$ cat config.mk
export PLATFORM = sky130hd
export DESIGN_NAME = dfiir_ctrl
export DESIGN_NICKNAME = d
export VERILOG_FILES = /design/src/design/dfiir_pkg.sv /design/src/design/dfiir_ctrl.sv
export SDC_FILE = /design/constraint.sdc
export NUM_CORES = 1
export LEC_CHECK = 0
export BUFFER_PORTS_ARGS = -buffer_cell sky130_fd_sc_hd__buf_2
export CAP_MARGIN = 30
export CORE_UTILIZATION = 45
export DETAILED_ROUTE_END_ITERATION = 16
export GPL_ROUTABILITY_DRIVEN = 0
export PLACE_DENSITY_LB_ADDON = 0.25
export SLEW_MARGIN = 20
export SYNTH_ARGS = -nofsm -noshare
export SYNTH_HDL_FRONTEND = slang
export SYNTH_SLANG_ARGS = --single-unit
export TNS_END_PERCENT = 30
$ cat constraint.sdc
create_clock -name clock -period 1.6 [get_ports clock]
set_input_delay 0.16 -clock clock [delete_from_list [all_inputs] [get_ports clock]]
set_output_delay 0.16 -clock clock [all_outputs]
set_load 0.02 [all_outputs]
$ cat src/design/dfiir_pkg.sv
// Shared types, constants and helper functions of the direct-form IIR filter.
package dfiir_pkg;

   localparam int DEF_MAX_POLES            = 20;
   localparam int DEF_WEIGHT_FRACTION_BITS = 24;

   localparam int SAMPLE_W    = 24;
   localparam int WEIGHT_W    = 48;
   localparam int GAIN_W      = 48;
   localparam int HIST_W      = 64;
   localparam int POLES_W     = 5;
   localparam int OP_W        = 2;
   localparam int CSR_DATA_W  = 48;
   localparam int HROW_W      = SAMPLE_W + HIST_W;
   localparam int GAIN_FRAC_W = 32;

   // Operand digits of the shared multiplier: weights and gain split 24/24,
   // stored sums split 32/32. Low digits are unsigned, high digits signed.
   localparam int WDIG_W  = 24;
   localparam int HDIG_W  = 32;
   localparam int MUL_A_W = WDIG_W + 1;
   localparam int MUL_B_W = HDIG_W + 1;
   localparam int PROD_W  = MUL_A_W + MUL_B_W;

   localparam int STEP_W     = 3;
   localparam int TAP_STEPS  = 6;
   localparam int GAIN_STEPS = 4;

   localparam logic [POLES_W-1:0]       POLES_RESET = 5'd2;
   localparam logic signed [GAIN_W-1:0] GAIN_RESET  = 48'sh0001_0000_0000;

   localparam logic signed [SAMPLE_W-1:0] SAMPLE_MAX = 24'sh7F_FFFF;
   localparam logic signed [SAMPLE_W-1:0] SAMPLE_MIN = 24'sh80_0000;

   typedef enum logic [OP_W-1:0] {
      OP_SAMPLE   = 2'd0,
      OP_FF_WRITE = 2'd1,
      OP_FB_WRITE = 2'd2,
      OP_CLEAR    = 2'd3
   } op_type;

   typedef enum logic {
      CSR_ACTIVE_POLES = 1'b0,
      CSR_OUTPUT_GAIN  = 1'b1
   } csr_type;

   typedef enum logic [2:0] {
      ST_IDLE,
      ST_TAP,
      ST_TAP_END,
      ST_SAT,
      ST_GAIN,
      ST_GAIN_END,
      ST_DONE
   } state_type;

   // Which digit pair the multiplier takes and where the product lands.
   typedef enum logic [3:0] {
      PRD_FF_LO,
      PRD_FF_HI,
      PRD_FB_LL,
      PRD_FB_LH,
      PRD_FB_HL,
      PRD_FB_HH,
      PRD_G_LL,
      PRD_G_LH,
      PRD_G_HL,
      PRD_G_HH
   } prd_type;

   typedef enum logic {
      INIT_SAMPLE,
      INIT_ROUND
   } init_type;

   typedef struct packed {
      logic     issue;
      prd_type  step;
      logic     acc_load;
      init_type init_sel;
      logic     y_load;
      logic     rd_en;
      logic     shift_we;
      logic     final_we;
      logic     out_load;
      logic     hist_clear;
   } seq_ctl_type;

   function automatic prd_type tap_step(input logic [STEP_W-1:0] k);
      prd_type s;
      unique case (k)
         3'd0:    s = PRD_FF_LO;
         3'd1:    s = PRD_FF_HI;
         3'd2:    s = PRD_FB_LL;
         3'd3:    s = PRD_FB_LH;
         3'd4:    s = PRD_FB_HL;
         default: s = PRD_FB_HH;
      endcase
      return s;
   endfunction

   function automatic prd_type gain_step(input logic [STEP_W-1:0] k);
      prd_type s;
      unique case (k)
         3'd0:    s = PRD_G_LL;
         3'd1:    s = PRD_G_LH;
         3'd2:    s = PRD_G_HL;
         default: s = PRD_G_HH;
      endcase
      return s;
   endfunction

endpackage

$ cat src/design/dfiir_ctrl.sv
// Sequencer that walks the taps and steps the shared multiply-accumulate unit.
module dfiir_ctrl import dfiir_pkg::*; #(
   parameter int MAX_POLES = DEF_MAX_POLES,
   localparam int AW       = (MAX_POLES > 1) ? $clog2(MAX_POLES) : 1,
   localparam int NW       = $clog2(MAX_POLES + 1)
) (
   input  logic                clock,
   input  logic                reset,
   input  logic                req_valid,
   input  logic [OP_W-1:0]     req_operation,
   output logic                req_ready,
   input  logic [NW-1:0]       pole_count,
   input  logic                rsp_free,
   output seq_ctl_type         ctl,
   output logic [AW-1:0]       rd_addr,
   output logic [AW-1:0]       wr_addr
);

   state_type           state_ff, state_in;
   logic [AW-1:0]       j_ff, j_in;
   logic [STEP_W-1:0]   k_ff, k_in;
   logic                last_tap;

   assign last_tap = (j_ff == AW'(pole_count - NW'(1)));

   always_ff @(posedge clock) begin
      if (reset) begin
         state_ff <= ST_IDLE;
         j_ff     <= '0;
         k_ff     <= '0;
      end else begin
         state_ff <= state_in;
         j_ff     <= j_in;
         k_ff     <= k_in;
      end
   end

   always_comb begin
      state_in  = state_ff;
      j_in      = j_ff;
      k_in      = k_ff;
      ctl       = '0;
      req_ready = 1'b0;
      rd_addr   = j_ff;
      wr_addr   = AW'(pole_count - NW'(1));
      unique case (state_ff)
         ST_IDLE: begin
            req_ready = 1'b1;
            if (req_valid) begin
               unique case (op_type'(req_operation))
                  OP_SAMPLE: begin
                     ctl.acc_load = 1'b1;
                     ctl.init_sel = INIT_SAMPLE;
                     j_in         = '0;
                     k_in         = '0;
                     if (pole_count == '0) begin
                        state_in = ST_SAT;
                     end else begin
                        ctl.rd_en = 1'b1;
                        rd_addr   = '0;
                        state_in  = ST_TAP;
                     end
                  end
                  OP_CLEAR: begin
                     ctl.hist_clear = 1'b1;
                  end
                  OP_FF_WRITE, OP_FB_WRITE: begin
                     state_in = ST_IDLE;
                  end
                  default: begin
                     state_in = ST_IDLE;
                  end
               endcase
            end
         end
         ST_TAP: begin
            ctl.issue = 1'b1;
            ctl.step  = tap_step(k_ff);
            // Each tap moves one place toward the oldest end as it is read.
            if (k_ff == '0 && j_ff != '0) begin
               ctl.shift_we = 1'b1;
               wr_addr      = j_ff - AW'(1);
            end
            if (k_ff == STEP_W'(TAP_STEPS - 1)) begin
               k_in = '0;
               if (last_tap) begin
                  state_in = ST_TAP_END;
               end else begin
                  ctl.rd_en = 1'b1;
                  rd_addr   = j_ff + AW'(1);
                  j_in      = j_ff + AW'(1);
               end
            end else begin
               k_in = k_ff + STEP_W'(1);
            end
         end
         ST_TAP_END: begin
            state_in = ST_SAT;
         end
         ST_SAT: begin
            ctl.y_load   = 1'b1;
            ctl.final_we = (pole_count != '0);
            ctl.acc_load = 1'b1;
            ctl.init_sel = INIT_ROUND;
            k_in         = '0;
            state_in     = ST_GAIN;
         end
         ST_GAIN: begin
            ctl.issue = 1'b1;
            ctl.step  = gain_step(k_ff);
            if (k_ff == STEP_W'(GAIN_STEPS - 1)) begin
               k_in     = '0;
               state_in = ST_GAIN_END;
            end else begin
               k_in = k_ff + STEP_W'(1);
            end
         end
         ST_GAIN_END: begin
            state_in = ST_DONE;
         end
         ST_DONE: begin
            if (rsp_free) begin
               ctl.out_load = 1'b1;
               state_in     = ST_IDLE;
            end
         end
         default: begin
            state_in = ST_IDLE;
         end
      endcase
   end

endmodule

==> flow_summary.json, run 1 <==
{
  "areaGrowthSynthToFinish_pct": 87.2,
  "yosys_warnings": 0,
  "synth_area_leaders": "dfxtp_1, ha_1, xnor2_1, nor2_1, o21ai_0",
  "crit_family": "buffers and inverters",
  "grt_util_met3_pct": 7.21,
  "numCtsBuffers": 3,
  "endpoint_kind": "output pin",
  "comb_power_share_pct": 62.0,
  "ys_seq_elements": 11,
  "synth_top_family_by_area": "compound AO/OA/AOI/OAI gates",
  "drive_above_1_share_pct": 60.4,
  "crit_type": "reg -> out",
  "cts_root_buf": "clkbuf_4",
  "synth_compound_area_share_pct": 26.7,
  "switchingPower_mw": 0.614,
  "drt-pass1-iter-count": 5,
  "worst_pin_slew_ns": 0.361,
  "syn-cell-area_um2": 1300,
  "die_area_um2": 3120,
  "final_hold_viol_count": 0,
  "synth.most_common_cell": "nor2_1",
  "powerDensity_nw_per_um2": 577,
  "pwr-share-clk_pct": 16.0,
  "layout.nets": 288,
  "cts_hold_buf": 0,
  "fp.dieW_um": 55.8,
  "diodes": 0,
  "setup_ws_ns": -0.753,
  "cts_sinks": 11,
  "synth_xor_area_share_pct": 8.06,
  "placementRows": 19,
  "skew_ns": 0.00244,
  "avgViaCountPerCell": 6.40,
  "setup_violations": 27,
  "antenna_found_initial": 0,
  "finalMaxSlewViolations": 0,
  "critPathRequiredTime_ns": 1.44,
  "drtAntennaViolNets": 0,
  "dpl.hpwl_um": 3360,
  "ctsLongestPathBuffers": 2,
  "synthFlopType": "dfxtp_1",
  "io_pins": 35,
  "worstHoldPathType": "in -> reg",
  "worst_path_max_delay_cell": "dfxtp_4",
  "drc": 0,
  "port_buffers": 34,
  "finalSetupTns_ns": -10.55,
  "drt_iter0_drc": 137,
  "crit_buf_inv": 4,
  "vias": 1895,
  "synth_top_area_share_pct": 16.9,
  "grt.total_usage_pct": 32.7,
  "clk_pin_slew_ns": 0.08,
  "nFillCells": 135,
  "violations": "negative setup slack",
  "core_um2": 2760,
  "busiest_layer": "met2",
  "finalPower_mw": 1.41,
  "min_period_over_period_pct": 147,
  "worst_setup_path_start_kind": "register",
  "synth_top_area_cell": "dfxtp_1",
  "max_freq_ghz": 0.425,
  "async_reset_ff_share_pct": 0,
  "p_sw_share_pct": 43.6,
  "h-tree-depth": 1,
  "first_global_vias": 1698,
  "syn_avg_cell_area_um2": 7.49,
  "synth_common_cells": "nor2_1, inv_1, nand2_1, o21ai_0",
  "leakage_nw": 1.10,
  "yosys.area_share.simple_pct": 26.4,
  "crit_arrival_ns": 2.19,
  "sequentialPowerShare_pct": 22.0,
  "p_int_mw": 0.794,
  "start_util_pct": 47.3,
  "grt_first_pass_wirelength_um": 7940,
  "post_drt_wl_per_cell_um": 22.0,
  "muxShareOfSynthArea_pct": 3.93,
  "status": "finished with violations",
  "syn_inst": 174,
  "cts_tree": "done",
  "synth_edf_count": 0,
  "yosysUniqueCellTypes": 49,
  "cap_violations": 0,
  "use_met1_pct": 36.8,
  "overflow": 0,
  "relSlewSlack_pct": 75.7,
  "layout_min_cycle_time_ns": 2.35,
  "ir_worst_vdd_mv": 0.653,
  "rsz0062_at_grt": "true",
  "slowest_delay_ns": 0.36,
  "grt_max_degree": 19,
  "die_h_um": 55.8,
  "place_ws_ns": -0.506,
  "synth_fa_ha_area_share_pct": 10.6,
  "routed_wl_um": 6520,
  "path_max_fanout": 3,
  "synth_seq_area_share_pct": 16.9,
  "use_met2_pct": 58.7,
  "synth_nets": 196,
  "clkLatencyLatePin_ns": 0.30,
  "path_cells": "buf_6 > xor2_1 > nand2_1 > buf_6 > nor4_4 > buf_4 > o211ai_1 > o31ai_2 > buf_4"
}
## per-stage QoR
step | hold WS (ns) | utilization [%] | std cells | cell area [µm²]
floorplan | 0.279 | - | 174 | 1570
global placement | 0.410 | 77.1 | 285 | 2130
detailed placement | 0.434 | 77.1 | 285 | 2130
CTS | 0.124 | 83.3 | 290 | 2300
global route | 0.120 | 88.5 | 296 | 2440
finish | 0.118 | 88.5 | 296 | 2440
## flip-flops by register name, summed over array words and instances (netlist names)
signal,flops
j_ff,5
k_ff,3
state_ff,3
## timing repair
| item | in CTS | in global routing |
|---|---|---|
| pin swaps | 8 | 9 |
| setup endpoints to repair | 26 | 28 |
| gates resized for setup | 42 | 32 |
| buffers inserted | 1 | 6 |
## routing by layer
metal | share of wire, % | wire length (µm)
met1 | 36 | 2340
met2 | 50 | 3230
met3 | 8.2 | 532
met4 | 6.4 | 420
met5 | 0 | 0
## logic make-up after synthesis
logic type | Yosys count
compound gates | 48
xor+xnor | 12
fa+ha+maj | 11
buf+inv | 25
flops | 11
mux | 5
simple gates | 62
## final cells by class
| cell class | count | area, µm² | share of cell area, % |
|---|---|---|---|
| Multi-Input combinational cell | 138 | 1310 | 53.6 |
| Timing Repair Buffer | 97 | 776 | 31.8 |
| Sequential cell | 11 | 234 | 9.58 |
| Inverter | 15 | 58.8 | 2.41 |
| Tap cell | 31 | 38.8 | 1.59 |
| Clock buffer | 4 | 26.3 | 1.08 |
## power by group through the flow
stage          clock network (mW)  logic, mW  registers, mW
2_1_floorplan                   0      0.444          0.313
3_3_place_gp                    0      0.663          0.307
3_5_place_dp                    0      0.697          0.308
4_1_cts                     0.215      0.758          0.304
5_1_grt                     0.235      0.917          0.311
6_report                    0.226      0.873          0.310
## final timing paths
kind	start	to	slack, ns	depth (start not counted)
hold reg to reg	j_ff[0]$_SDFFE_PP0P_	j_ff[0]$_SDFFE_PP0P_	0.57	2
setup / recovery	j_ff[0]$_SDFFE_PP0P_	rd_addr[2]	-0.75	9
hold / removal	rsp_free	state_ff[1]$_SDFFE_PP0P_	0.12	2
setup reg to reg	j_ff[4]$_SDFFE_PP0P_	j_ff[3]$_SDFFE_PP0P_	-0.33	6
## layout by cell type, fill, tap and decap left out, types with 5 or more instances in the layout
cell type	Yosys	final
buf_4	0	60
buf_6	0	20
buf_2	3	16
inv_1	15	13
nor2_1	17	13
nand2_1	12	11
a21oi_1	8	7
o21ai_0	12	6
nor3_1	8	5
xnor2_2	0	5
dfxtp_2	0	5
No activity file was read; power rests on OpenSTA's default activity.
==> run 2: changes to the inputs <==
--- a/config.mk
+++ b/config.mk
@@ -11,6 +11,7 @@
 export DETAILED_ROUTE_END_ITERATION = 16
 export GPL_ROUTABILITY_DRIVEN = 0
 export PLACE_DENSITY_LB_ADDON = 0.25
+export SETUP_SLACK_MARGIN = 0.3
 export SLEW_MARGIN = 20
 export SYNTH_ARGS = -nofsm -noshare
 export SYNTH_HDL_FRONTEND = slang
==> run 2 against run 1 <==
  * Utilization grew 2.5 points
  * Critical path type unchanged
  * The run still ends with negative setup slack left
  * Critical path depth shrank 3
  * Register-to-register slack is essentially flat
  * Clock-buffer cell count is the same
  * Non-clock buffer count grew 1
==> flow_summary.json, run 2 (synthesized netlist as in run 1, its figures left out) <==
{
  "io_pins": 35,
  "grt_first_pass_wirelength_um": 8020,
  "vias": 1845,
  "areaGrowthSynthToFinish_pct": 92.5,
  "cts_sinks": 11,
  "final_cell_mix": "buf_4, buf_6, buf_2",
  "clk_pin_slew_ns": 0.08,
  "numCtsBuffers": 3,
  "layout.nets": 289,
  "cts_root_buf": "clkbuf_4",
  "status": "finished with violations",
  "overflow": 0,
  "max_freq_ghz": 0.454,
  "leakage_nw": 1.12,
  "drc": 0,
  "finalSetupTns_ns": -8.42,
  "powerDensity_nw_per_um2": 575,
  "setup_violations": 24,
  "ctsLongestPathBuffers": 2,
  "worst_setup_path_start_kind": "register",
  "layout_min_cycle_time_ns": 2.20,
  "h-tree-depth": 1,
  "layout.cells.non_filler": 297,
  "final_hold_viol_count": 0,
  "min_period_over_period_pct": 138,
  "path_max_fanout": 3,
  "cap_violations": 0,
  "post_drt_wl_per_cell_um": 20.3,
  "worst_path_max_delay_cell": "or4_4",
  "worst_pin_slew_ns": 0.375,
  "timing.rr.end": "j_ff[3]$_SDFFE_PP0P_",
  "core_um2": 2760,
  "diodes": 0,
  "regMostFlops": "j_ff",
  "worstHoldPathType": "in -> reg",
  "drtAntennaViolNets": 0,
  "avgViaCountPerCell": 6.21,
  "port_buffers": 34,
  "drt_iter0_drc": 199,
  "die_h_um": 55.8,
  "finalPower_mw": 1.44,
  "largest_reg_flops": 5,
  "relSlewSlack_pct": 74.8,
  "dp.cells": 284,
  "violations": "negative setup slack",
  "cpMostUsedCell": "xnor2_2",
  "rsz0062_at_grt": "true",
  "slowest_delay_ns": 0.52,
  "hold-path-cell-count": 2,
  "crit_type": "reg -> out",
  "skew_ns": 0.00319,
  "start_util_pct": 47.3,
  "critPathCapture": "rd_addr[3]",
  "first_global_vias": 1720,
  "fp.dieW_um": 55.8,
  "setup_ws_ns": -0.603,
  "final_area_um2": 2510,
  "ff2ff_setup_slack_ns": -0.34,
  "antenna_found_initial": 0,
  "routed_wl_um": 6020,
  "worstSetupStartpoint": "j_ff[3]$_SDFFE_PP0P_",
  "path_cells": "xnor2_2 > xnor2_2 > or4_4 > a31o_4 > a31oi_4 > buf_6",
  "ir_worst_vdd_mv": 0.733,
  "critPathRequiredTime_ns": 1.44,
  "die_area_um2": 3120,
  "grt.total_usage_pct": 32.6,
  "final_common_cell": "buf_4",
  "post_dp_cell_area_um2": 2110,
  "drive_above_1_share_pct": 63.9,
  "finalMaxSlewViolations": 0,
  "crit_arrival_ns": 2.04,
  "top_regs": "j_ff (5), k_ff (3), state_ff (3)",
  "placementRows": 19,
  "rr_worst_depth": 6,
  "dpl.hpwl_um": 3430,
  "r2r_start": "j_ff[3]$_SDFFE_PP0P_",
  "clkLatencyLatePin_ns": 0.28,
  "cts_tree": "done",
  "drt-pass1-iter-count": 5,
  "endpoint_kind": "output pin",
  "grt_max_degree": 19
}
==> run 2: cell types whose count changed in the layout (fill, tap and decap cells not counted), sizes merged <==
| cell | previous run | this run |
|---|---|---|
| buf | 97 | 98 |
==> run 2: worst min-delay path by stage <==
stage	startpoint	endpoint	slack, ns
3_3_place_gp	rsp_free	state_ff[1]$_SDFFE_PP0P_	0.41
6_report	rsp_free	state_ff[1]$_SDFFE_PP0P_	0.16
2_1_floorplan	rsp_free	state_ff[1]$_SDFFE_PP0P_	0.28
5_1_grt	rsp_free	state_ff[1]$_SDFFE_PP0P_	0.16
4_1_cts	rsp_free	state_ff[1]$_SDFFE_PP0P_	0.13
3_5_place_dp	rsp_free	state_ff[1]$_SDFFE_PP0P_	0.42
==> run 2: final cells by class <==
cell class	instances	area [µm²]
Clock buffer	4	26.3
Fill cell	110	248
Multi-Input combinational cell	138	1340
Timing Repair Buffer	98	806
Sequential cell	11	239
Tap cell	31	38.8
Inverter	15	58.8
==> run 2: report_power, final <==
part | internal (mW) | total (mW) | switching [mW] | leakage [nW]
Combinational | 0.437 | 0.920 | 0.483 | 1.01
Sequential | 0.290 | 0.310 | 0.0204 | 0.0942
Clock | 0.0969 | 0.214 | 0.117 | 0.0150
==> run 2: worst max-delay path: cells and delay by family, from the launching register on <==
kind,cells,cell delay [ns]
AOI/OAI and AO/OA,2,0.42
xor gates and xnor gates,2,0.33
buffers and inverters,1,0.14
DFF,1,0.35
and+or+nand+nor,1,0.52
==> run 2: metal layers <==
layer	share of wire, %	GRT usage [%]	up-vias	wire length, µm
met4	5.4	6.97	0	323
met3	8.2	5.81	36	495
li1	-	-	822	-
met1	35	38.7	852	2130
met2	51	61.1	135	3080
met5	0	0	-	0
==> run 2: per-stage QoR <==
stage          hold WS [ns]  setup slack (ns)  util, %
2_1_floorplan         0.279            -0.336        -
3_3_place_gp          0.409            -0.441     76.4
3_5_place_dp          0.425            -0.539     76.4
4_1_cts               0.131            -0.577     84.2
5_1_grt               0.160            -0.666     91.0
6_report              0.157            -0.603     91.0
==> run 2: what timing repair did <==
| item | in CTS | in global routing |
|---|---|---|
| buffers inserted | 2 | 7 |
| setup endpoints to repair | 34 | 34 |
| resized for setup | 52 | 42 |
| hold buffers | 0 | 0 |
| pin swaps | 18 | 11 |
